[config.mk]
export PLATFORM = sky130hd
export DESIGN_NAME = multi_button_press_counter_core_flat
export DESIGN_NICKNAME = d
export VERILOG_FILES = /design/src/mbpc_pkg.sv /design/src/mbpc_if.sv /design/src/multi_button_press_counter_core.sv /design/src/flat_wrapper.sv
export SDC_FILE = /design/constraint.sdc
export NUM_CORES = 1
export LEC_CHECK = 0
export ABC_CLOCK_PERIOD_IN_PS = 12700
export BUFFER_PORTS_ARGS = -buffer_cell sky130_fd_sc_hd__buf_2
export CAP_MARGIN = 20
export CORE_MARGIN = 2
export CORE_UTILIZATION = 35
export CTS_BUF_LIST = sky130_fd_sc_hd__clkbuf_4 sky130_fd_sc_hd__clkbuf_8
export DETAILED_ROUTE_END_ITERATION = 10
export HOLD_SLACK_MARGIN = 0.03
export SYNTH_ARGS = -nofsm -noshare
export SYNTH_HDL_FRONTEND = slang
export SYNTH_SLANG_ARGS = --single-unit
export TNS_END_PERCENT = 20
[constraint.sdc]
create_clock -name clk -period 12.7 [get_ports clk]
set_input_delay 1.905 -clock clk [delete_from_list [all_inputs] [get_ports clk]]
set_output_delay 1.905 -clock clk [all_outputs]
set_load 0.05 [all_outputs]
[src/mbpc_pkg.sv]
// ----------------------------------------------------------------------------
// mbpc_pkg
// Shared widths, constants and register indexes of the multi-button press
// counter.
// ----------------------------------------------------------------------------
package mbpc_pkg;

  localparam int NUM_BUTTONS_DEF = 8;
  localparam int HW_BUTTONS      = 8;

  localparam int IDX_W    = 3;
  localparam int TIME_W   = 32;
  localparam int SLOT_W   = 4;
  localparam int STATUS_W = 8;
  localparam int COUNT_W  = 4;
  localparam int ID_W     = 3;
  localparam int WIN_W    = 16;

  localparam int CFG_IDX_W  = 3;
  localparam int CFG_DATA_W = 32;

  localparam logic [COUNT_W-1:0] COUNT_MAX  = 4'd15;
  localparam logic [SLOT_W-1:0]  SLOT_LIMIT = 4'd11;

  localparam logic [7:0]  ENABLE_RST = 8'h00;
  localparam logic [7:0]  INVERT_RST = 8'h00;
  localparam logic [23:0] IDS_RST    = 24'h000000;
  localparam logic [31:0] SLOTS_RST  = 32'hFFFF_FFFF;
  localparam logic [WIN_W-1:0] WINDOW_RST = 16'd5000;

  localparam logic [CFG_IDX_W-1:0] REG_ENABLE = 3'd0;
  localparam logic [CFG_IDX_W-1:0] REG_INVERT = 3'd1;
  localparam logic [CFG_IDX_W-1:0] REG_IDS    = 3'd2;
  localparam logic [CFG_IDX_W-1:0] REG_SLOTS  = 3'd3;
  localparam logic [CFG_IDX_W-1:0] REG_WINDOW = 3'd4;

endpackage

[src/mbpc_if.sv]
// ----------------------------------------------------------------------------
// mbpc_evt_if / mbpc_res_if
// Valid/ready channels for button events and status byte results.
// ----------------------------------------------------------------------------
interface mbpc_evt_if;
  import mbpc_pkg::*;

  logic              valid;
  logic              ready;
  logic [IDX_W-1:0]  button_index;
  logic              pin_level;
  logic [TIME_W-1:0] now_ms;

  modport source (output valid, button_index, pin_level, now_ms, input ready);
  modport sink   (input valid, button_index, pin_level, now_ms, output ready);
endinterface

interface mbpc_res_if;
  import mbpc_pkg::*;

  logic                valid;
  logic                ready;
  logic [SLOT_W-1:0]   slot;
  logic [STATUS_W-1:0] status_byte;

  modport source (output valid, slot, status_byte, input ready);
  modport sink   (input valid, slot, status_byte, output ready);
endinterface

[src/multi_button_press_counter_core.sv]
// ----------------------------------------------------------------------------
// multi_button_press_counter_core
// Tracks press levels, press counts and press times per button and emits a
// packed status byte for each level change of an enabled button on a reportable slot.
// ----------------------------------------------------------------------------
// Flow: a release result is registered in S_CHECK. A press that restarts its run
// on its own press time goes through S_UPDATE; otherwise the other buttons' press
// times are scanned in S_SCAN, one button per cycle through one shared subtract
// and compare unit, before S_UPDATE. The next event is taken once the result beat
// has left, or with no beat when an event is ignored or its slot suppressed, so an
// output stall holds the input. Reset (synchronous, active high) clears all levels,
// counts and press times and loads the register reset values.
// ----------------------------------------------------------------------------
module multi_button_press_counter_core #(
  parameter int NUM_BUTTONS = mbpc_pkg::NUM_BUTTONS_DEF
) (
  input  logic                             clk,
  input  logic                             rst,
  input  logic                             cfg_we,
  input  logic [mbpc_pkg::CFG_IDX_W-1:0]   cfg_index,
  input  logic [mbpc_pkg::CFG_DATA_W-1:0]  cfg_data,
  mbpc_evt_if.sink                         evt,
  mbpc_res_if.source                       res
);
  import mbpc_pkg::*;

  localparam int AW = (NUM_BUTTONS > 1) ? $clog2(NUM_BUTTONS) : 1;
  localparam logic [AW-1:0] LAST_J = AW'(NUM_BUTTONS - 1);

  typedef enum logic [2:0] {
    S_IDLE, S_CHECK, S_SCAN, S_UPDATE, S_OUT
  } state_t;

  state_t state;

  // Configuration registers
  logic [7:0]       enable_mask;
  logic [7:0]       invert_mask;
  logic [23:0]      button_ids;
  logic [31:0]      slot_indexes;
  logic [WIN_W-1:0] repeat_window;

  // Per-button state
  logic               pressed [NUM_BUTTONS];
  logic [COUNT_W-1:0] counts  [NUM_BUTTONS];
  logic [TIME_W-1:0]  times   [NUM_BUTTONS];

  // Captured event and working registers
  logic [IDX_W-1:0]  evt_idx;
  logic              evt_level;
  logic [TIME_W-1:0] evt_now;
  logic [TIME_W-1:0] mine;
  logic              restart;
  logic [AW-1:0]     j;

  logic                res_valid;
  logic [SLOT_W-1:0]   res_slot;
  logic [STATUS_W-1:0] res_status;

  logic [AW-1:0]       idx_a;
  logic [AW-1:0]       rd_addr;
  logic [TIME_W-1:0]   t_rd;
  logic [TIME_W-1:0]   diff;
  logic                gt_win;
  logic                lt_win;
  logic                idx_ok;
  logic                idx_en;
  logic                logical;
  logic                j_hit;
  logic [SLOT_W-1:0]   sel_slot;
  logic [ID_W-1:0]     sel_id;
  logic [COUNT_W-1:0]  cnt_new;

  function automatic logic en_bit(input logic [7:0] mask, input int k);
    en_bit = (k < HW_BUTTONS) ? mask[k[2:0]] : 1'b0;
  endfunction

  assign idx_a   = AW'(evt_idx);
  assign idx_ok  = (int'(evt_idx) < NUM_BUTTONS);
  assign idx_en  = idx_ok && enable_mask[evt_idx];
  assign logical = evt_level ^ invert_mask[evt_idx];

  // One read port on the time table, shared by the own-time check and the scan.
  assign rd_addr = (state == S_CHECK) ? idx_a : j;
  assign t_rd    = times[rd_addr];

  // Shared wrapping subtract and window compare.
  assign diff   = evt_now - t_rd;
  assign gt_win = diff > {{(TIME_W-WIN_W){1'b0}}, repeat_window};
  assign lt_win = diff < {{(TIME_W-WIN_W){1'b0}}, repeat_window};

  assign j_hit = (j != idx_a) && en_bit(enable_mask, int'(j)) &&
                 (t_rd != '0) && (t_rd > mine) && lt_win;

  assign sel_slot = slot_indexes[SLOT_W*evt_idx +: SLOT_W];
  assign sel_id   = button_ids[ID_W*evt_idx +: ID_W];
  assign cnt_new  = restart ? COUNT_W'(1) :
                    (counts[idx_a] < COUNT_MAX) ? counts[idx_a] + COUNT_W'(1) :
                    counts[idx_a];

  assign evt.ready       = (state == S_IDLE);
  assign res.valid       = res_valid;
  assign res.slot        = res_slot;
  assign res.status_byte = res_status;

  always_ff @(posedge clk) begin
    if (rst) begin
      state         <= S_IDLE;
      res_valid     <= 1'b0;
      restart       <= 1'b0;
      j             <= '0;
      enable_mask   <= ENABLE_RST;
      invert_mask   <= INVERT_RST;
      button_ids    <= IDS_RST;
      slot_indexes  <= SLOTS_RST;
      repeat_window <= WINDOW_RST;
      for (int k = 0; k < NUM_BUTTONS; k++) begin
        pressed[k] <= 1'b0;
        counts[k]  <= '0;
        times[k]   <= '0;
      end
    end else begin
      if (cfg_we) begin
        unique case (cfg_index)
          REG_ENABLE: enable_mask   <= cfg_data[7:0];
          REG_INVERT: invert_mask   <= cfg_data[7:0];
          REG_IDS:    button_ids    <= cfg_data[23:0];
          REG_SLOTS:  slot_indexes  <= cfg_data[31:0];
          REG_WINDOW: repeat_window <= cfg_data[WIN_W-1:0];
          default: ;
        endcase
      end

      unique case (state)
        S_IDLE: begin
          if (evt.valid) begin
            evt_idx   <= evt.button_index;
            evt_level <= evt.pin_level;
            evt_now   <= evt.now_ms;
            state     <= S_CHECK;
          end
        end
        S_CHECK: begin
          if (!idx_en || (logical == pressed[idx_a])) begin
            state <= S_IDLE;
          end else if (!logical) begin
            // Release: only the level changes.
            pressed[idx_a] <= 1'b0;
            res_slot       <= sel_slot;
            res_status     <= {1'b0, counts[idx_a], sel_id};
            if (sel_slot < SLOT_LIMIT) begin
              res_valid <= 1'b1;
              state     <= S_OUT;
            end else begin
              state <= S_IDLE;
            end
          end else begin
            mine    <= t_rd;
            restart <= (t_rd == '0) || gt_win;
            j       <= '0;
            if ((t_rd == '0) || gt_win) begin
              state <= S_UPDATE;
            end else begin
              state <= S_SCAN;
            end
          end
        end
        S_SCAN: begin
          // A later press of another button inside the window ends this run.
          if (j_hit) begin
            restart <= 1'b1;
            state   <= S_UPDATE;
          end else if (j == LAST_J) begin
            state <= S_UPDATE;
          end else begin
            j <= j + AW'(1);
          end
        end
        S_UPDATE: begin
          pressed[idx_a] <= 1'b1;
          times[idx_a]   <= evt_now;
          // A restart clears the other enabled counts; this button gets its new count.
          for (int k = 0; k < NUM_BUTTONS; k++) begin
            if (k == int'(idx_a)) begin
              counts[k] <= cnt_new;
            end else if (restart && en_bit(enable_mask, k)) begin
              counts[k] <= '0;
            end
          end
          res_slot      <= sel_slot;
          res_status    <= {1'b1, cnt_new, sel_id};
          if (sel_slot < SLOT_LIMIT) begin
            res_valid <= 1'b1;
            state     <= S_OUT;
          end else begin
            state <= S_IDLE;
          end
        end
        S_OUT: begin
          if (res.ready) begin
            res_valid <= 1'b0;
            state     <= S_IDLE;
          end
        end
        default: state <= S_IDLE;
      endcase
    end
  end

  a_slot_range: assert property (@(posedge clk) disable iff (rst)
    res.valid |-> (res.slot < SLOT_LIMIT))
    else $error("result slot out of range");

  a_no_early_result: assert property (@(posedge clk) disable iff (rst)
    (evt.valid && evt.ready) |=> !res.valid)
    else $error("result in the cycle after an event beat");

  a_busy_while_out: assert property (@(posedge clk) disable iff (rst)
    res.valid |-> !evt.ready)
    else $error("event taken while a result waits");

  a_press_count: assert property (@(posedge clk) disable iff (rst)
    (res.valid && res.status_byte[7]) |-> (res.status_byte[6:3] != '0))
    else $error("press reported with zero count");

endmodule

[src/flat_wrapper.sv]
// flat-port wrapper written by rule: the top's interface ports become plain ports
module multi_button_press_counter_core_flat import mbpc_pkg::*;
#(
  parameter int NUM_BUTTONS = mbpc_pkg::NUM_BUTTONS_DEF
)
  (clk, rst, cfg_we, cfg_index, cfg_data, evt_valid, evt_button_index, evt_pin_level, evt_now_ms, evt_ready, res_valid, res_slot, res_status_byte, res_ready);
  mbpc_evt_if evt_i ();
  mbpc_res_if res_i ();
  input  logic clk;
  input  logic rst;
  input  logic cfg_we;
  input  logic [mbpc_pkg::CFG_IDX_W-1:0] cfg_index;
  input  logic [mbpc_pkg::CFG_DATA_W-1:0] cfg_data;
  input wire logic [$bits(evt_i.valid)-1:0] evt_valid;
  input wire logic [$bits(evt_i.button_index)-1:0] evt_button_index;
  input wire logic [$bits(evt_i.pin_level)-1:0] evt_pin_level;
  input wire logic [$bits(evt_i.now_ms)-1:0] evt_now_ms;
  output wire logic [$bits(evt_i.ready)-1:0] evt_ready;
  output wire logic [$bits(res_i.valid)-1:0] res_valid;
  output wire logic [$bits(res_i.slot)-1:0] res_slot;
  output wire logic [$bits(res_i.status_byte)-1:0] res_status_byte;
  input wire logic [$bits(res_i.ready)-1:0] res_ready;
  assign evt_i.valid = evt_valid;
  assign evt_i.button_index = evt_button_index;
  assign evt_i.pin_level = evt_pin_level;
  assign evt_i.now_ms = evt_now_ms;
  assign evt_ready = evt_i.ready;
  assign res_valid = res_i.valid;
  assign res_slot = res_i.slot;
  assign res_status_byte = res_i.status_byte;
  assign res_i.ready = res_ready;
  multi_button_press_counter_core #(.NUM_BUTTONS(NUM_BUTTONS)) u_core (.clk(clk), .rst(rst), .cfg_we(cfg_we), .cfg_index(cfg_index), .cfg_data(cfg_data), .evt(evt_i), .res(res_i));
endmodule
# After elaboration in Yosys (flattened, before gate mapping)
# Memories as Yosys holds them, arrays and structs flattened. A register that Yosys moved wholly into a read port is not among the register bits.
# Index checks and enable logic that the tools add are counted.
[totals] word_cells=260 memories=3 mem_bits_rw=296 register_bits=176 out_inout_bits=14 inputBits=76
[classes] eq_ne=27 n_addsub=3 mul=1 order_cmp=7 n_bitwise=20 reduce_logical=37 shift=2 mux=145
[memory_table] name="u_core.times" depth=8 word_bits=32 rd=1 rd_clocked_by_memory_dff=0 wr=8 line="multi_button_press_counter_core.sv:46" rtl="logic [TIME_W-1:0] times [NUM_BUTTONS];"
[memory_table] name="u_core.counts" depth=8 word_bits=4 rd=1 rd_clocked_by_memory_dff=1 wr=8 line="multi_button_press_counter_core.sv:45" rtl="logic [COUNT_W-1:0] counts [NUM_BUTTONS];"
[memory_table] name="u_core.pressed" depth=8 word_bits=1 rd=1 rd_clocked_by_memory_dff=1 wr=8 line="multi_button_press_counter_core.sv:44" rtl="logic pressed [NUM_BUTTONS];"
[ops] operator="1-bit 2-to-1 mux" n=97
[ops] operator="4-bit 2-to-1 mux" n=20
[ops] operator="3-bit 2-to-1 mux" n=16
[ops] operator="32-bit by 16-bit > comparator with 1-bit output" n=1
[ops] operator="32-bit > comparator" n=1
[ops] operator="32-bit zero test" n=1
[ops] operator="32-bit by 16-bit < comparator with 1-bit output" n=1
[ops] operator="32-bit 2-to-1 mux" n=1
[ops] operator="32-bit nonzero test" n=1
[ops] operator="32-bit OR reduction" n=1
[ops] operator="32-bit by 6-bit variable part select with 4-bit output" n=1
[ops] operator="32-bit subtractor" n=1
[ops] operator="24-bit by 6-bit variable part select with 3-bit output" n=1
[ops] operator="1-bit OR" n=17
[ops] operator="8-bit 2-to-1 mux" n=2
[ops] operator="8-bit case mux with 2 select lines" n=1
[ops] operator="4-bit AND reduction" n=4
[ops] operator="3-bit case mux with 5 select lines" n=1
[ops] operator="3-bit by 2-bit == test with 1-bit output, second input constant" n=4
[ops] operator="3-bit == test, first input constant" n=4
[ops] operator="1-bit logical AND" n=12
[ops] operator="2-bit != test, second input constant" n=6
[ops] operator="2-bit AND reduction" n=5
[ops] operator="1-bit binary-select mux with 3-bit select" n=3
[ops] operator="27 further kinds" n=40

# Logic depth before layout (Yosys ltp)
[depth] depth_word=12 depth_mapped=33 mapped_depth_nobuf=27

# Worst setup path before layout
# No wires, ideal clock.
[synth_path] kind="reg2reg" startpoint="register u_core.state[0]" endpoint="register u_core.j[2]" n_path_buf=6 setup_slack_ns=6.263 arrival_time_ns=6.353 path_stages_with_launch=29 period_less_slack_ns=6.437 required_time_ns=12.616 path_cell_list="dfxtp_1 > buf_2 > nor3b_2 > buf_6 > mux2i_4 > buf_2 > buf_2 > buf_2 > buf_2 > mux4_2 > nand2_1 > and2_1 > inv_1 > fa_1 > nor3b_4 > o31a_1 > o31a_1 > nor2_1 > nor2_1 > xnor2_1 > ha_1 > a21o_1 > a221oi_1 > o221ai_1 > nor2_1 > nand3_1 > or4_4 > and2_4 > o31ai_2"
[synth_via] elab_chain_cells=9 elab_cells_between_ends=18
[synth_lines] item="from (decl)" line="multi_button_press_counter_core.sv:34" rtl="state_t state;"
[synth_lines] item="from (signal assigned)" line="multi_button_press_counter_core.sv:108" rtl="state <= S_IDLE;"
[synth_lines] item="from (signal assigned)" line="multi_button_press_counter_core.sv:140" rtl="state <= S_CHECK;"
[synth_lines] item="from (signal assigned)" line="multi_button_press_counter_core.sv:145" rtl="state <= S_IDLE;"
[synth_lines] item="3-bit by 1-bit == test with 1-bit output (*)" line="multi_button_press_counter_core.sv:84" rtl="assign rd_addr = (state == S_CHECK) ? idx_a : j;"
[synth_lines] item="3-bit 2-to-1 mux (*)" line="multi_button_press_counter_core.sv:84"
[synth_lines] item="memory read 8 x 32 bit (*)"
[synth_lines] item="via u_core.t_rd[1]" line="multi_button_press_counter_core.sv:62" rtl="logic [TIME_W-1:0] t_rd;"
[synth_lines] item="branches (longest 3 deep; another with 32-bit subtractor)"
[synth_lines] item="1-bit logical AND (*)" line="multi_button_press_counter_core.sv:93" rtl="(t_rd != '0) && (t_rd > mine) && lt_win;"
[synth_lines] item="2-bit != test (no line) (*)"
[synth_lines] item="5-bit AND reduction (no line) (*)"
[synth_lines] item="to (signal assigned)" line="multi_button_press_counter_core.sv:176" rtl="j <= j + AW'(1);"
[synth_lines] item="to (decl)" line="multi_button_press_counter_core.sv:54" rtl="logic [AW-1:0] j;"
# Mark *: on every way through the listed nets, which the timed path passes.
# A chain may end at the register's enable or synchronous reset.

# Worst setup path in the final report
[layout_path] startpoint="register u_core.state[0]" endpoint="register u_core.j[2]"
[layout_via] elab_chain_cells=9 elab_cells_between_ends=18
[layout_lines] item="branches (longest 9 deep; another with memory read 8 x 32 bit)"
# Several ways; the timed one is not identified.

==> run metrics <==
Worst Setup Slack, final=5060 ps; antenna viol nets, final=0; Post-synth EDFFs=376; initial DRC count=1,915; layout net count=2,523; gr usage total=20.6%; Yosys cell types=approximately 90; Mean Syn Cell Area=10.9 um^2; most used flip-flop cell after synthesis=edfxtp_1; dpl ws=5130 ps; Max Slew Vio Count=0; Worst slew margin=26.4%; WL final=77.6 mm; CP Data Required Time=between 10,000 and 15,000 ps; Final Power=a little under 4 mW; post-CTS setup buffer count=0; max-cap violations=0; period utilization=about three fifths; fmax=about 0.13 GHz; First-pass DRT Iterations=6; Pwr Density=between 100 and 150 nW/um^2; Syn Nets=around 2,500; Initial Util=35.3%; Area contributors post-synth=edfxtp_1 (45%), dfxtp_1 (7.9%), mux4_2 (6.6%); fraction of layout cells with a size suffix above 1=15.7%; internal power=2.75 mW; unrepaired setup endpoints after global routing=false; final instance area=roughly 28,000 um^2; hold crit path type=reg2reg; CP Class=reg2reg; vias in the first global route=18,723; core area=71,400 um^2; Lkg Pwr=11.3 nW; clk_lat worst skew=700 ps; Crit Path Max Fanout=41; Post-DP HPWL=52.5 mm; Psw=1.12 mW; commonest non-fill, non-tap cells in the layout=edfxtp_1 (376), nand2_1 (370), and3_1 (187); Setup TNS Final=0 ps; clk slew on worst S/H paths=roughly 60 ps; die height=about 270 um; I/O pin cnt=90; Switching Share=just under 30%; row count=98; post-synthesis cell area=25,200 um^2; Worst setup SP type=register; Port Buffer Count=a little under 90; CP endpoint kind=register; Seq/Total Area, Yosys=a little over half; ys async rst share=0%; share of total power in sequential cells=45.9%; Wirelength per Cell=22.9 um; reg-to-reg endpoint=u_core.j[2]; Yosys reg bits=roughly 480; vias=19,147; status=completed; Crit Reg-Reg Startpoint=u_core.state[0]; Placer Congestion=0.987; post-place instance area=26,500 um^2; Root Buffer=clkbuf_8; Worst Reg-to-Reg Cells=27; Fin Clk Skew=27.4 ps; first-pass GRT wire length=between 100 and 150 mm; Syn Inst Count=2,310; Endpoint, Worst Hold=u_core.button_ids[11]; total die area=around 74,000 um^2; Worst EP arrival=around 8000 ps; synth-to-layout area growth=12.0%; largest net degree at the start of global routing=89; CTS tree=built; Max VDD drop=0.0673 mV; Hold-fix buffers, CTS=0; CTS resizes=0; min Tclk post-route=between 7000 and 8000 ps; antenna violations before repair=3; most common cell after layout, fill and taps aside=edfxtp_1; DR DRC count=0; final core occ=39.5%; Combinational Power Share=roughly 17%; H-tree depth=3; reg2reg setup slack=5060 ps; die span in x=about 270 um; endpoints failing hold=0; grt ovf=0; Synth top area share=44.8%; min-delay src=u_core.button_ids[11]; # clock sinks=around 480; CTS max path bufs=3; worst slew pin tran=1100 ps; clock share of power=36.9%; Final setup viols=0; synth warn=0; vias per inst=5.66; cts bufs inserted=81; area leader, netlist=edfxtp_1; hold path cells=2
worst max-delay path, cell delays in order (launching register included):
cell and delay [ps]:
dfxtp_1 470, nor3b_4 220, buf_4 340, mux2i_4 280
buf_4 460, buf_4 610, mux4_2 600, nand2_1 80
and2_1 310, ha_1 370, a21o_1 220, a21o_1 180
a21oi_1 390, o21ai_0 180, a21oi_1 200, nand2_1 130
a21o_1 180, xor2_1 200, ha_1 280, nand4_1 120
nor2_1 80, a221oi_1 280, o221ai_1 200, nor2_1 220
nand3_1 100, or4_4 450, and2_4 190, o31ai_2 160
Yosys cell counts (all sizes together), types with 7 or more instances:
library cell  count
edfxtp          376
nand2           370
and3            187
nor2            117
a21oi           113
inv             107
dfxtp            99
clkbuf           98
and2             81
ha               80
mux4             74
nand3            70
nor3             55
mux2i            51
buf              49
o21ai            42
a21o             38
nor4             35
nand4            28
o211ai           21
xnor2            17
nor2b            15
a31oi            11
nand2b           11
a211oi            9
mux2              9
o31ai             9
or4               9
a22oi             8
o2111ai           8
o21bai            8
or2               8
or3               8
a221oi            7
xor2              7
stage by stage:
step                      instances  hold slack [ps]
after floorplan                2310              433
after global placement         3230              439
after detailed placement       3232              448
after CTS                      3378              456
after global routing           3380              472
final                          3381              453
state kept, by name, summed over array words and instances, names as in the netlist, 4 cells and up, named ones only:
signal                  count
u_core.pressed              8
u_core.evt_now             32
u_core.res.slot             4
u_core.mine                32
u_core.times              256
u_core.counts              32
u_core.slot_indexes        32
u_core.button_ids          24
u_core.repeat_window       16
u_core.enable_mask          8
u_core.res.status_byte      8
u_core.invert_mask          8
metal layers:
layer  share of wire, %  track usage [%]
met1                 42             27.5
met4                2.9             7.42
met3                8.3             4.13
met5                  0                0
met2                 47             33.3
power groups by stage:
stage          combinational (mW)  clock [mW]  sequential [mW]
6_report                    0.667        1.43             1.78
5_1_grt                     0.719        1.52             1.78
4_1_cts                     0.660        1.45             1.78
3_5_place_dp                0.657           0             1.81
3_3_place_gp                0.653           0             1.81
2_1_floorplan               0.463           0             1.78
worst max path at each step:
stage	from	endpoint	slack (ps)	cells after the start
after floorplan	u_core.state[0]	u_core.j[2]	6260	28
after global placement	u_core.state[0]	u_core.j[2]	5310	27
after detailed placement	u_core.state[0]	u_core.j[2]	5130	27
after CTS	u_core.state[0]	u_core.j[2]	5100	27
after global routing	u_core.state[0]	u_core.j[2]	4580	27
final	u_core.state[0]	u_core.j[2]	5060	27
layout make-up:
cell class | instances | area (um^2)
Sequential cell | 475 | 13300
Clock buffer | 110 | 1370
Inverter | 111 | 417
Clock inverter | 36 | 268
Tap cell | 950 | 1190
Antenna cell | 2 | 5.00
Timing Repair Buffer | 120 | 722
Fill cell | 6894 | 43200
Multi-Input combinational cell | 1577 | 11000
logic make-up (layout without fill, tap and decap cells):
| kind of cell | Yosys count | after routing | share of synthesized area (%) |
|---|---|---|---|
| AO/OA/AOI/OAI | 328 | 328 | 9.03 |
| XOR/XNOR | 24 | 24 | 0.835 |
| adder cells (fa/ha/maj) | 82 | 82 | 4.09 |
| buffers and inverters | 258 | 377 | 4.23 |
| flip-flops | 475 | 475 | 52.7 |
| multiplexers | 134 | 134 | 9.16 |
| other | 0 | 2 | 0 |
| AND/OR/NAND/NOR | 1009 | 1009 | 19.9 |
Note: power is estimated with default switching activity, not from simulation.
